### src/rtl/core/uuid_v4_text_generator_top_macros.svh
// assertion macros shared by the uuid text generator rtl
// included by the modules that carry concurrent checks
`ifndef UUID_V4_TEXT_GENERATOR_TOP_MACROS_SVH
`define UUID_V4_TEXT_GENERATOR_TOP_MACROS_SVH

// same-cycle implication, checked while out of reset
`define UVG_ASSERT_IMP(lbl, clk, rstn, ante, cons, msg) \
  lbl: assert property (@(posedge clk) disable iff (!rstn) (ante) |-> (cons)) \
    else $error(msg);

// next-cycle implication, checked while out of reset
`define UVG_ASSERT_NXT(lbl, clk, rstn, ante, cons, msg) \
  lbl: assert property (@(posedge clk) disable iff (!rstn) (ante) |=> (cons)) \
    else $error(msg);

`endif

### src/rtl/core/uvg_pkg.sv
// types, constants and helper functions for the uuid text generator
// no dependencies; imported by every module of the block
`timescale 1ns / 1ps

package uvg_pkg;

  // text layout
  localparam int unsigned UuidLen = 36;
  localparam int unsigned PosW    = 6;
  localparam int unsigned NibW    = 5;
  localparam logic [PosW-1:0] LastPos = 6'd35;
  localparam logic [6:0] AsciiDash = 7'h2d;
  localparam logic [6:0] AsciiFour = 7'h34;

  // 128 random bits produced per seed
  typedef struct packed {
    logic [63:0] r1;
    logic [63:0] r0;
  } rnd_t;

  // queue status seen by producer and consumer
  typedef struct packed {
    logic not_full;
    logic not_empty;
  } q_stat_t;

  // kind of template character at each position
  typedef enum logic [1:0] {
    TMPL_HEX,
    TMPL_Y,
    TMPL_DASH,
    TMPL_FOUR
  } tmpl_kind_e;

  // template "xxxxxxxx-xxxx-4xxx-yxxx-xxxxxxxxxxxx"
  function automatic tmpl_kind_e tmpl_kind(input logic [PosW-1:0] pos);
    tmpl_kind_e kind;
    unique case (pos) inside
      6'd8, 6'd13, 6'd18, 6'd23: kind = TMPL_DASH;
      6'd14:                     kind = TMPL_FOUR;
      6'd19:                     kind = TMPL_Y;
      default:                   kind = TMPL_HEX;
    endcase
    return kind;
  endfunction

  // lowercase hex digit
  function automatic logic [6:0] hex_ascii(input logic [3:0] nib);
    logic [6:0] c;
    if (nib < 4'd10) begin
      c = 7'h30 + {3'b000, nib};
    end else begin
      c = 7'h57 + {3'b000, nib};
    end
    return c;
  endfunction

endpackage

### src/rtl/core/uvg_ifs.sv
// handshake channels of the uuid text generator: seed in, character out
// no dependencies
`timescale 1ns / 1ps

// seed channel, one item per 128-bit seed
interface uvg_seed_if;
  logic        valid;
  logic        ready;
  logic [63:0] seed_first_word;
  logic [63:0] seed_second_word;

  modport source (output valid, output seed_first_word, output seed_second_word,
                  input ready);
  modport sink   (input valid, input seed_first_word, input seed_second_word,
                  output ready);
endinterface

// character channel, one item per text character
interface uvg_char_if;
  logic       valid;
  logic       ready;
  logic [6:0] character;
  logic       last_character;

  modport source (output valid, output character, output last_character, input ready);
  modport sink   (input valid, input character, input last_character, output ready);
endinterface

### src/rtl/core/uvg_front.sv
// front end: accepts seeds and runs two xorshift128+ steps into a register
// depends on uvg_pkg and uvg_ifs
`timescale 1ns / 1ps

module uvg_front (
  input  logic             clk_i,
  input  logic             rst_ni,
  uvg_seed_if.sink         seed_i,
  input  uvg_pkg::q_stat_t q_stat_i,
  output logic             push_o,
  output uvg_pkg::rnd_t    push_data_o
);
  import uvg_pkg::*;

  logic        valid_q, valid_d;
  rnd_t        rnd_q;
  logic        take;
  logic [63:0] a1, w1, a2, w2;
  rnd_t        rnd_d;

  // two generator steps; the first output word is r0, the second r1
  always_comb begin
    a1 = seed_i.seed_first_word ^ (seed_i.seed_first_word << 23);
    w1 = a1 ^ seed_i.seed_second_word ^ (a1 >> 18) ^ (seed_i.seed_second_word >> 5);
    a2 = seed_i.seed_second_word ^ (seed_i.seed_second_word << 23);
    w2 = a2 ^ w1 ^ (a2 >> 18) ^ (w1 >> 5);
    rnd_d.r0 = w1 + seed_i.seed_second_word;
    rnd_d.r1 = w2 + w1;
  end

  // output register hands over to the queue
  assign push_o       = valid_q & q_stat_i.not_full;
  assign push_data_o  = rnd_q;
  assign seed_i.ready = ~valid_q | q_stat_i.not_full;
  assign take         = seed_i.valid & seed_i.ready;

  always_comb begin
    valid_d = valid_q;
    if (take) begin
      valid_d = 1'b1;
    end else if (push_o) begin
      valid_d = 1'b0;
    end
  end

  always_ff @(posedge clk_i or negedge rst_ni) begin
    if (!rst_ni) begin
      valid_q <= 1'b0;
    end else begin
      valid_q <= valid_d;
    end
  end

  always_ff @(posedge clk_i) begin
    if (take) begin
      rnd_q <= rnd_d;
    end
  end

endmodule

### src/rtl/core/uvg_fifo.sv
// short queue of random words between front and back end
// depends on uvg_pkg and the assertion macro header
`timescale 1ns / 1ps
`include "uuid_v4_text_generator_top_macros.svh"

module uvg_fifo #(
  parameter int unsigned DEPTH = 2
) (
  input  logic              clk_i,
  input  logic              rst_ni,
  input  logic              push_i,
  input  uvg_pkg::rnd_t     push_data_i,
  input  logic              pop_i,
  output uvg_pkg::rnd_t     pop_data_o,
  output uvg_pkg::q_stat_t  stat_o
);
  import uvg_pkg::*;

  localparam int unsigned PtrW = (DEPTH > 1) ? $clog2(DEPTH) : 1;
  localparam int unsigned CntW = $clog2(DEPTH + 1);
  localparam logic [PtrW-1:0] PtrLast = PtrW'(DEPTH - 1);
  localparam logic [CntW-1:0] CntFull = CntW'(DEPTH);

  rnd_t            mem_q [DEPTH];
  logic [PtrW-1:0] wr_ptr_q, wr_ptr_d;
  logic [PtrW-1:0] rd_ptr_q, rd_ptr_d;
  logic [CntW-1:0] count_q, count_d;

  assign stat_o.not_full  = (count_q != CntFull);
  assign stat_o.not_empty = (count_q != '0);
  assign pop_data_o       = mem_q[rd_ptr_q];

  // pointer and fill count update
  always_comb begin
    wr_ptr_d = wr_ptr_q;
    rd_ptr_d = rd_ptr_q;
    count_d  = count_q;
    if (push_i) begin
      wr_ptr_d = (wr_ptr_q == PtrLast) ? '0 : wr_ptr_q + PtrW'(1);
    end
    if (pop_i) begin
      rd_ptr_d = (rd_ptr_q == PtrLast) ? '0 : rd_ptr_q + PtrW'(1);
    end
    if (push_i && !pop_i) begin
      count_d = count_q + CntW'(1);
    end else if (pop_i && !push_i) begin
      count_d = count_q - CntW'(1);
    end
  end

  always_ff @(posedge clk_i or negedge rst_ni) begin
    if (!rst_ni) begin
      wr_ptr_q <= '0;
      rd_ptr_q <= '0;
      count_q  <= '0;
    end else begin
      wr_ptr_q <= wr_ptr_d;
      rd_ptr_q <= rd_ptr_d;
      count_q  <= count_d;
    end
  end

  // storage
  always_ff @(posedge clk_i) begin
    if (push_i) begin
      mem_q[wr_ptr_q] <= push_data_i;
    end
  end

  // checks
  `UVG_ASSERT_IMP(a_count_range, clk_i, rst_ni, 1'b1, count_q <= CntFull, "queue overfilled")
  `UVG_ASSERT_IMP(a_empty_ptrs, clk_i, rst_ni, count_q == '0, rd_ptr_q == wr_ptr_q, "empty ptr mismatch")
  `UVG_ASSERT_NXT(a_push_grows, clk_i, rst_ni, push_i && !pop_i, count_q == $past(count_q) + CntW'(1), "push lost")

endmodule

### src/rtl/core/uvg_back.sv
// back end: walks the uuid template and emits one character per item
// depends on uvg_pkg, uvg_ifs and the assertion macro header
`timescale 1ns / 1ps
`include "uuid_v4_text_generator_top_macros.svh"

module uvg_back (
  input  logic             clk_i,
  input  logic             rst_ni,
  input  uvg_pkg::q_stat_t q_stat_i,
  input  uvg_pkg::rnd_t    rnd_i,
  output logic             pop_o,
  uvg_char_if.source       char_o
);
  import uvg_pkg::*;

  logic [PosW-1:0] pos_q, pos_d;
  logic [NibW-1:0] k_q, k_d;
  logic            out_valid_q, out_valid_d;
  logic [6:0]      char_q, char_d;
  logic            last_q;
  logic            advance;
  logic            at_last;
  tmpl_kind_e      kind;
  logic [127:0]    rnd_bits;
  logic [3:0]      nib;

  assign rnd_bits = {rnd_i.r1, rnd_i.r0};
  assign nib      = rnd_bits[{k_q, 2'b00} +: 4];
  assign kind     = tmpl_kind(pos_q);
  assign at_last  = (pos_q == LastPos);

  // next character from the template
  always_comb begin
    case (kind)
      TMPL_HEX:  char_d = hex_ascii(nib);
      TMPL_Y:    char_d = hex_ascii({2'b10, nib[1:0]});
      TMPL_DASH: char_d = AsciiDash;
      TMPL_FOUR: char_d = AsciiFour;
      default:   char_d = AsciiDash;
    endcase
  end

  // step through the template whenever the queue holds a word and the output register frees up
  assign advance = q_stat_i.not_empty & (~out_valid_q | char_o.ready);
  assign pop_o   = advance & at_last;

  always_comb begin
    pos_d       = pos_q;
    k_d         = k_q;
    out_valid_d = out_valid_q & ~char_o.ready;
    if (advance) begin
      out_valid_d = 1'b1;
      if (at_last) begin
        pos_d = '0;
        k_d   = '0;
      end else begin
        pos_d = pos_q + PosW'(1);
        if (kind == TMPL_HEX || kind == TMPL_Y) begin
          k_d = k_q + NibW'(1);
        end
      end
    end
  end

  always_ff @(posedge clk_i or negedge rst_ni) begin
    if (!rst_ni) begin
      pos_q       <= '0;
      k_q         <= '0;
      out_valid_q <= 1'b0;
    end else begin
      pos_q       <= pos_d;
      k_q         <= k_d;
      out_valid_q <= out_valid_d;
    end
  end

  // output payload register
  always_ff @(posedge clk_i) begin
    if (advance) begin
      char_q <= char_d;
      last_q <= at_last;
    end
  end

  assign char_o.valid          = out_valid_q;
  assign char_o.character      = char_q;
  assign char_o.last_character = last_q;

  // checks; the last position is the 31st random nibble
  `UVG_ASSERT_IMP(a_pos_range, clk_i, rst_ni, 1'b1, pos_q <= LastPos, "position out of range")
  `UVG_ASSERT_IMP(a_start_nib, clk_i, rst_ni, pos_q == '0, k_q == '0, "nibble index not reset")
  `UVG_ASSERT_IMP(a_last_nib, clk_i, rst_ni, at_last, k_q == NibW'(30), "nibble count mismatch")

endmodule

### src/rtl/core/uuid_v4_text_generator_top.sv
// Version-4 UUID text generator. Each seed item (two 64-bit words) runs through two
// xorshift128+ steps in the front end; the 128 random bits wait in a short queue and
// the back end emits the 36 text characters, one per cycle unless the output channel
// stalls, the last flagged. The sustained seed rate is set by the one-character output
// channel; a new seed is taken while the previous text is still going out. With the queue
// empty the first character passes the front-end register, the queue and the output register.
// depends on uvg_pkg, uvg_ifs, uvg_front, uvg_fifo and uvg_back
`timescale 1ns / 1ps

module uuid_v4_text_generator_top #(
  parameter int unsigned QUEUE_DEPTH = 2
) (
  input  logic        clk_i,
  input  logic        rst_ni,
  uvg_seed_if.sink    seed_i,
  uvg_char_if.source  char_o
);
  import uvg_pkg::*;

  q_stat_t q_stat;
  rnd_t    push_data;
  rnd_t    pop_data;
  logic    push;
  logic    pop;

  // seed intake and generator
  uvg_front u_front (
    .clk_i       (clk_i),
    .rst_ni      (rst_ni),
    .seed_i      (seed_i),
    .q_stat_i    (q_stat),
    .push_o      (push),
    .push_data_o (push_data)
  );

  // decoupling queue
  uvg_fifo #(
    .DEPTH (QUEUE_DEPTH)
  ) u_fifo (
    .clk_i       (clk_i),
    .rst_ni      (rst_ni),
    .push_i      (push),
    .push_data_i (push_data),
    .pop_i       (pop),
    .pop_data_o  (pop_data),
    .stat_o      (q_stat)
  );

  // character sequencer
  uvg_back u_back (
    .clk_i    (clk_i),
    .rst_ni   (rst_ni),
    .q_stat_i (q_stat),
    .rnd_i    (pop_data),
    .pop_o    (pop),
    .char_o   (char_o)
  );

endmodule

### src/flat_wrapper.sv
// flat-port wrapper written by rule: the top's interface ports become plain ports
module uuid_v4_text_generator_top_flat import uvg_pkg::*;
#(
  parameter int unsigned QUEUE_DEPTH = 2
)
  (clk_i, rst_ni, seed_i_valid, seed_i_seed_first_word, seed_i_seed_second_word, seed_i_ready, char_o_valid, char_o_character, char_o_last_character, char_o_ready);
  uvg_seed_if seed_i_i ();
  uvg_char_if char_o_i ();
  input  logic clk_i;
  input  logic rst_ni;
  input wire logic [$bits(seed_i_i.valid)-1:0] seed_i_valid;
  input wire logic [$bits(seed_i_i.seed_first_word)-1:0] seed_i_seed_first_word;
  input wire logic [$bits(seed_i_i.seed_second_word)-1:0] seed_i_seed_second_word;
  output wire logic [$bits(seed_i_i.ready)-1:0] seed_i_ready;
  output wire logic [$bits(char_o_i.valid)-1:0] char_o_valid;
  output wire logic [$bits(char_o_i.character)-1:0] char_o_character;
  output wire logic [$bits(char_o_i.last_character)-1:0] char_o_last_character;
  input wire logic [$bits(char_o_i.ready)-1:0] char_o_ready;
  assign seed_i_i.valid = seed_i_valid;
  assign seed_i_i.seed_first_word = seed_i_seed_first_word;
  assign seed_i_i.seed_second_word = seed_i_seed_second_word;
  assign seed_i_ready = seed_i_i.ready;
  assign char_o_valid = char_o_i.valid;
  assign char_o_character = char_o_i.character;
  assign char_o_last_character = char_o_i.last_character;
  assign char_o_i.ready = char_o_ready;
  uuid_v4_text_generator_top #(.QUEUE_DEPTH(QUEUE_DEPTH)) u_core (.clk_i(clk_i), .rst_ni(rst_ni), .seed_i(seed_i_i), .char_o(char_o_i));
endmodule
### config.mk
export PLATFORM = sky130hd
export DESIGN_NAME = uuid_v4_text_generator_top_flat
export DESIGN_NICKNAME = d
export VERILOG_FILES = /design/src/rtl/core/uvg_pkg.sv /design/src/rtl/core/uvg_ifs.sv /design/src/rtl/core/uvg_front.sv /design/src/rtl/core/uvg_fifo.sv /design/src/rtl/core/uvg_back.sv /design/src/rtl/core/uuid_v4_text_generator_top.sv /design/src/flat_wrapper.sv
export VERILOG_INCLUDE_DIRS = /design/src /design/src/rtl/core
export SDC_FILE = /design/constraint.sdc
export NUM_CORES = 1
export LEC_CHECK = 0
export BUFFER_PORTS_ARGS = -buffer_cell sky130_fd_sc_hd__clkbuf_2
export CORE_MARGIN = 2
export CORE_UTILIZATION = 63
export DETAILED_ROUTE_END_ITERATION = 10
export PLACE_DENSITY = 0.88
export SYNTH_ARGS = -nofsm -noshare
export SYNTH_HDL_FRONTEND = slang
export SYNTH_HIERARCHICAL = 1
export SYNTH_SLANG_ARGS = --single-unit
export TNS_END_PERCENT = 100
### constraint.sdc
create_clock -name clk_i -period 8.4 [get_ports clk_i]
set_clock_uncertainty 0.1 [all_clocks]
set_input_delay 1.26 -clock clk_i [delete_from_list [all_inputs] [get_ports clk_i]]
set_output_delay 1.26 -clock clk_i [all_outputs]
set_load 0.005 [all_outputs]
==> results.json <==
{
  "period_share": 0.747,
  "endpoint": "u_core/u_front/push_data_o[127]",
  "startpoint_type": "input port",
  "cts-buffers-inserted": 37,
  "place.gp.congestion": 1.08,
  "ctsResizeCount": 0,
  "area_delta_synth_final_pct": 7.95,
  "layout.nets": 2575,
  "antenna_found_initial": 4,
  "crit_arrival_ns": 6.40,
  "grt_max_degree": 73,
  "crit_fanout": 6,
  "fin_crit_ns": 6.27,
  "ys_ff_latch": 409,
  "path_clk_slew_ns": 0.07,
  "path_class": "input port to flop",
  "finalPower_w": 0.0123,
  "first_pass_iters": 6,
  "ys_warn_count": 6,
  "vdd_ir_drop_max_mv": 0.206,
  "worst_pin_slew_ns": 1.09,
  "syn-num-nets": 2474,
  "ys_top_cells_by_area": "edfxtp_1 45%, xnor2_1 13%, ha_1 6.1%",
  "grt_pass1_wl_um": 116000,
  "ys.flop_type": "edfxtp_1",
  "reg2reg_depth": 9,
  "fin_util": 0.692,
  "h-tree-depth": 2,
  "hold_class": "flop to flop",
  "yosys.area.top_type_share": 0.447,
  "cts_tree": "yes",
  "drtIter0Drc": 2745,
  "port-buffer-count": 141,
  "cts.path.max_buffers": 3,
  "maxSlewViolCount": 0,
  "grt_overflow_total": 0,
  "maxCapViolCount": 0,
  "p_leak_nw": 10.5,
  "fmax_mhz": 159,
  "ant_nets": 0,
  "crit_start": "seed_i_seed_second_word[11]",
  "power.density_nw_per_um2": 433,
  "synth_edf_count": 392,
  "clock-root-buffer": "clkbuf_16",
  "setup_tns_ns": 0,
  "wl_um": 79400,
  "die_h_um": 209,
  "rows": 74,
  "grt_pass1_vias": 18500,
  "synthCells": 2211,
  "initial_utilization": 0.641,
  "cts_hold_buf": 0,
  "outcome": "finished, final reports clean",
  "via_count": 19100,
  "ys_async_sr_fraction": 0.0416,
  "wl_per_cell_um": 27.7,
  "core_um2": 41100,
  "r2r-start": "u_core/u_fifo/rd_ptr_q",
  "relSlewSlack": 0.261,
  "post-route-drc-count": 0,
  "track_usage": 0.361,
  "clk_latency_ns": 0.52,
  "ios": 142,
  "dp.final_hpwl_um": 60700,
  "rr_endpoint": "u_core/u_back/char_o.character[2]",
  "fillerInstances": 2874,
  "cts_setup_buffers": 0,
  "setup_violations": 0,
  "die_area_um2": 43500,
  "synth_cell_types": 86,
  "viasPerCell": 6.67,
  "ys_seq_area_frac": 0.463,
  "cts.sinks": 409,
  "syn_area_um2": 26400,
  "layout-drive-gt1-share": 0.166,
  "grt_setup_unrepaired": "false",
  "dieWidth_um": 209,
  "synth_top_area_cell": "edfxtp_1",
  "hold_violations": 0,
  "avgSynthCellArea_um2": 11.9,
  "endpoint_kind": "flop",
  "cp.required_ns": 8.53,
  "reg2reg_slack_ns": 3.81
}
power by group:
group	internal, W	switching (W)	leakage [nW]
combinational	0.00249	0.00418	5.98
sequential	0.00360	0.000406	3.90
clock	0.000940	0.000710	0.575
per-stage QoR:
step	setup WS (ns)	hold slack (ns)	instance area [µm²]	std cells
CTS	2.36	0.340	28500	2869
global route	1.96	0.354	28500	2869
global placement	1.94	0.322	27300	2805
finish	2.13	0.339	28500	2870
detailed placement	1.85	0.329	27300	2805
floorplan	1.36	0.321	26400	2211
routing by layer:
layer	track usage	wire length [µm]
met4	0.118	2810
met3	0.0500	8090
met5	0	0
met2	0.573	36100
met1	0.517	32300
sequential cells by signal, summed over array words and instances, names as in the netlist:
| signal | flops |
|---|---|
| u_core/u_fifo/wr_ptr_q | 1 |
| u_core/u_front/valid_q | 1 |
| u_core/u_fifo/mem_q | 256 |
| u_core/u_front/push_data_o | 128 |
| u_core/u_fifo/rd_ptr_q | 1 |
| u_core/u_back/char_o.last_character | 1 |
| u_core/u_back/k_q | 5 |
| u_core/u_back/pos_q | 6 |
| u_core/u_fifo/count_q | 2 |
| u_core/u_back/char_o.character | 7 |
| u_core/u_back/char_o.valid | 1 |
cell usage in the layout (no fill, tap or decap), types with 10 or more instances in the layout:
cell       Yosys  final
xnor2_1      398    398
edfxtp_1     392    392
a21oi_1      152    152
clkbuf_2       0    141
mux2_2       134    134
ha_1         129    129
xor2_1       118    118
nand2_1      115    115
nor2_1        73     73
a21o_1        68     68
o21ai_0       64     64
inv_1         44     44
clkbuf_16      0     39
nand4_1       35     35
o21bai_1      29     29
nand3_1       26     26
mux2i_1       23     23
nor3_1        22     22
mux4_2        18     18
and3_1        17     17
o21ai_1       17     17
nor2b_1       17     16
dfrtp_1       17     16
and2_1        17     15
a211oi_1      13     13
a31oi_1       12     12
clkinv_1       1     10
o21a_1        10     10
cell type report:
| type | instances | area [µm²] | share of cell area |
|---|---|---|---|
| multi-input combinational | 1669 | 13500 | 0.473 |
| sequential | 409 | 12200 | 0.429 |
| clock buffer | 43 | 991 | 0.0348 |
| timing repair buffer | 150 | 773 | 0.0272 |
| tap | 532 | 666 | 0.0234 |
| clock inverter | 21 | 186 | 0.00655 |
| inverter | 45 | 169 | 0.00594 |
| antenna | 1 | 2.50 | 0.0000879 |
cell families (layout without fill, tap and decap cells):
| logic type | Yosys count | in the layout | synth area share |
|---|---|---|---|
| multiplexers | 180 | 180 | 0.0863 |
| adder cells (fa/ha/maj) | 131 | 131 | 0.0627 |
| other | 0 | 1 | 0 |
| AND/OR/NAND/NOR | 374 | 374 | 0.0712 |
| XOR/XNOR | 519 | 519 | 0.174 |
| flip-flops | 409 | 409 | 0.463 |
| buffers and inverters | 133 | 259 | 0.0268 |
| AO/OA/AOI/OAI | 465 | 465 | 0.116 |
worst max-delay path: stages:
cell	delay, ns
clkbuf_2	0.16
xnor2_1	0.45
xnor2_1	0.16
xnor2_1	0.46
ha_1	0.43
xnor2_1	0.18
xnor2_1	0.15
ha_1	0.40
a21oi_1	0.22
nor2_1	0.06
a211oi_1	0.31
a21oi_1	0.19
o41ai_1	1.00
o311a_1	0.28
o21ai_1	0.08
a31oi_1	0.29
o21ai_1	0.13
xnor2_1	0.18
worst min path at each step:
stage	start	end	cells after the start
after floorplan	u_core/u_front/push_data_o[0]	u_core/u_fifo/mem_q[0][0]	0
after global placement	u_core/u_front/push_data_o[40]	u_core/u_fifo/mem_q[0][40]	0
after detailed placement	u_core/u_front/push_data_o[104]	u_core/u_fifo/mem_q[0][104]	0
after CTS	u_core/u_front/push_data_o[114]	u_core/u_fifo/mem_q[0][114]	0
after global routing	u_core/u_front/push_data_o[27]	u_core/u_fifo/mem_q[0][27]	0
final	u_core/u_front/push_data_o[114]	u_core/u_fifo/mem_q[0][114]	0
cells in the mapped netlist, types with 18 or more instances:
cell type  number
xnor2_1       398
edfxtp_1      392
a21oi_1       152
mux2_2        134
ha_1          129
xor2_1        118
nand2_1       115
nor2_1         73
a21o_1         68
o21ai_0        64
clkbuf_1       57
inv_1          44
nand4_1        35
o21bai_1       29
nand3_1        26
mux2i_1        23
nor3_1         22
buf_6          20
mux4_2         18
No activity file was read; power rests on OpenSTA's default activity.
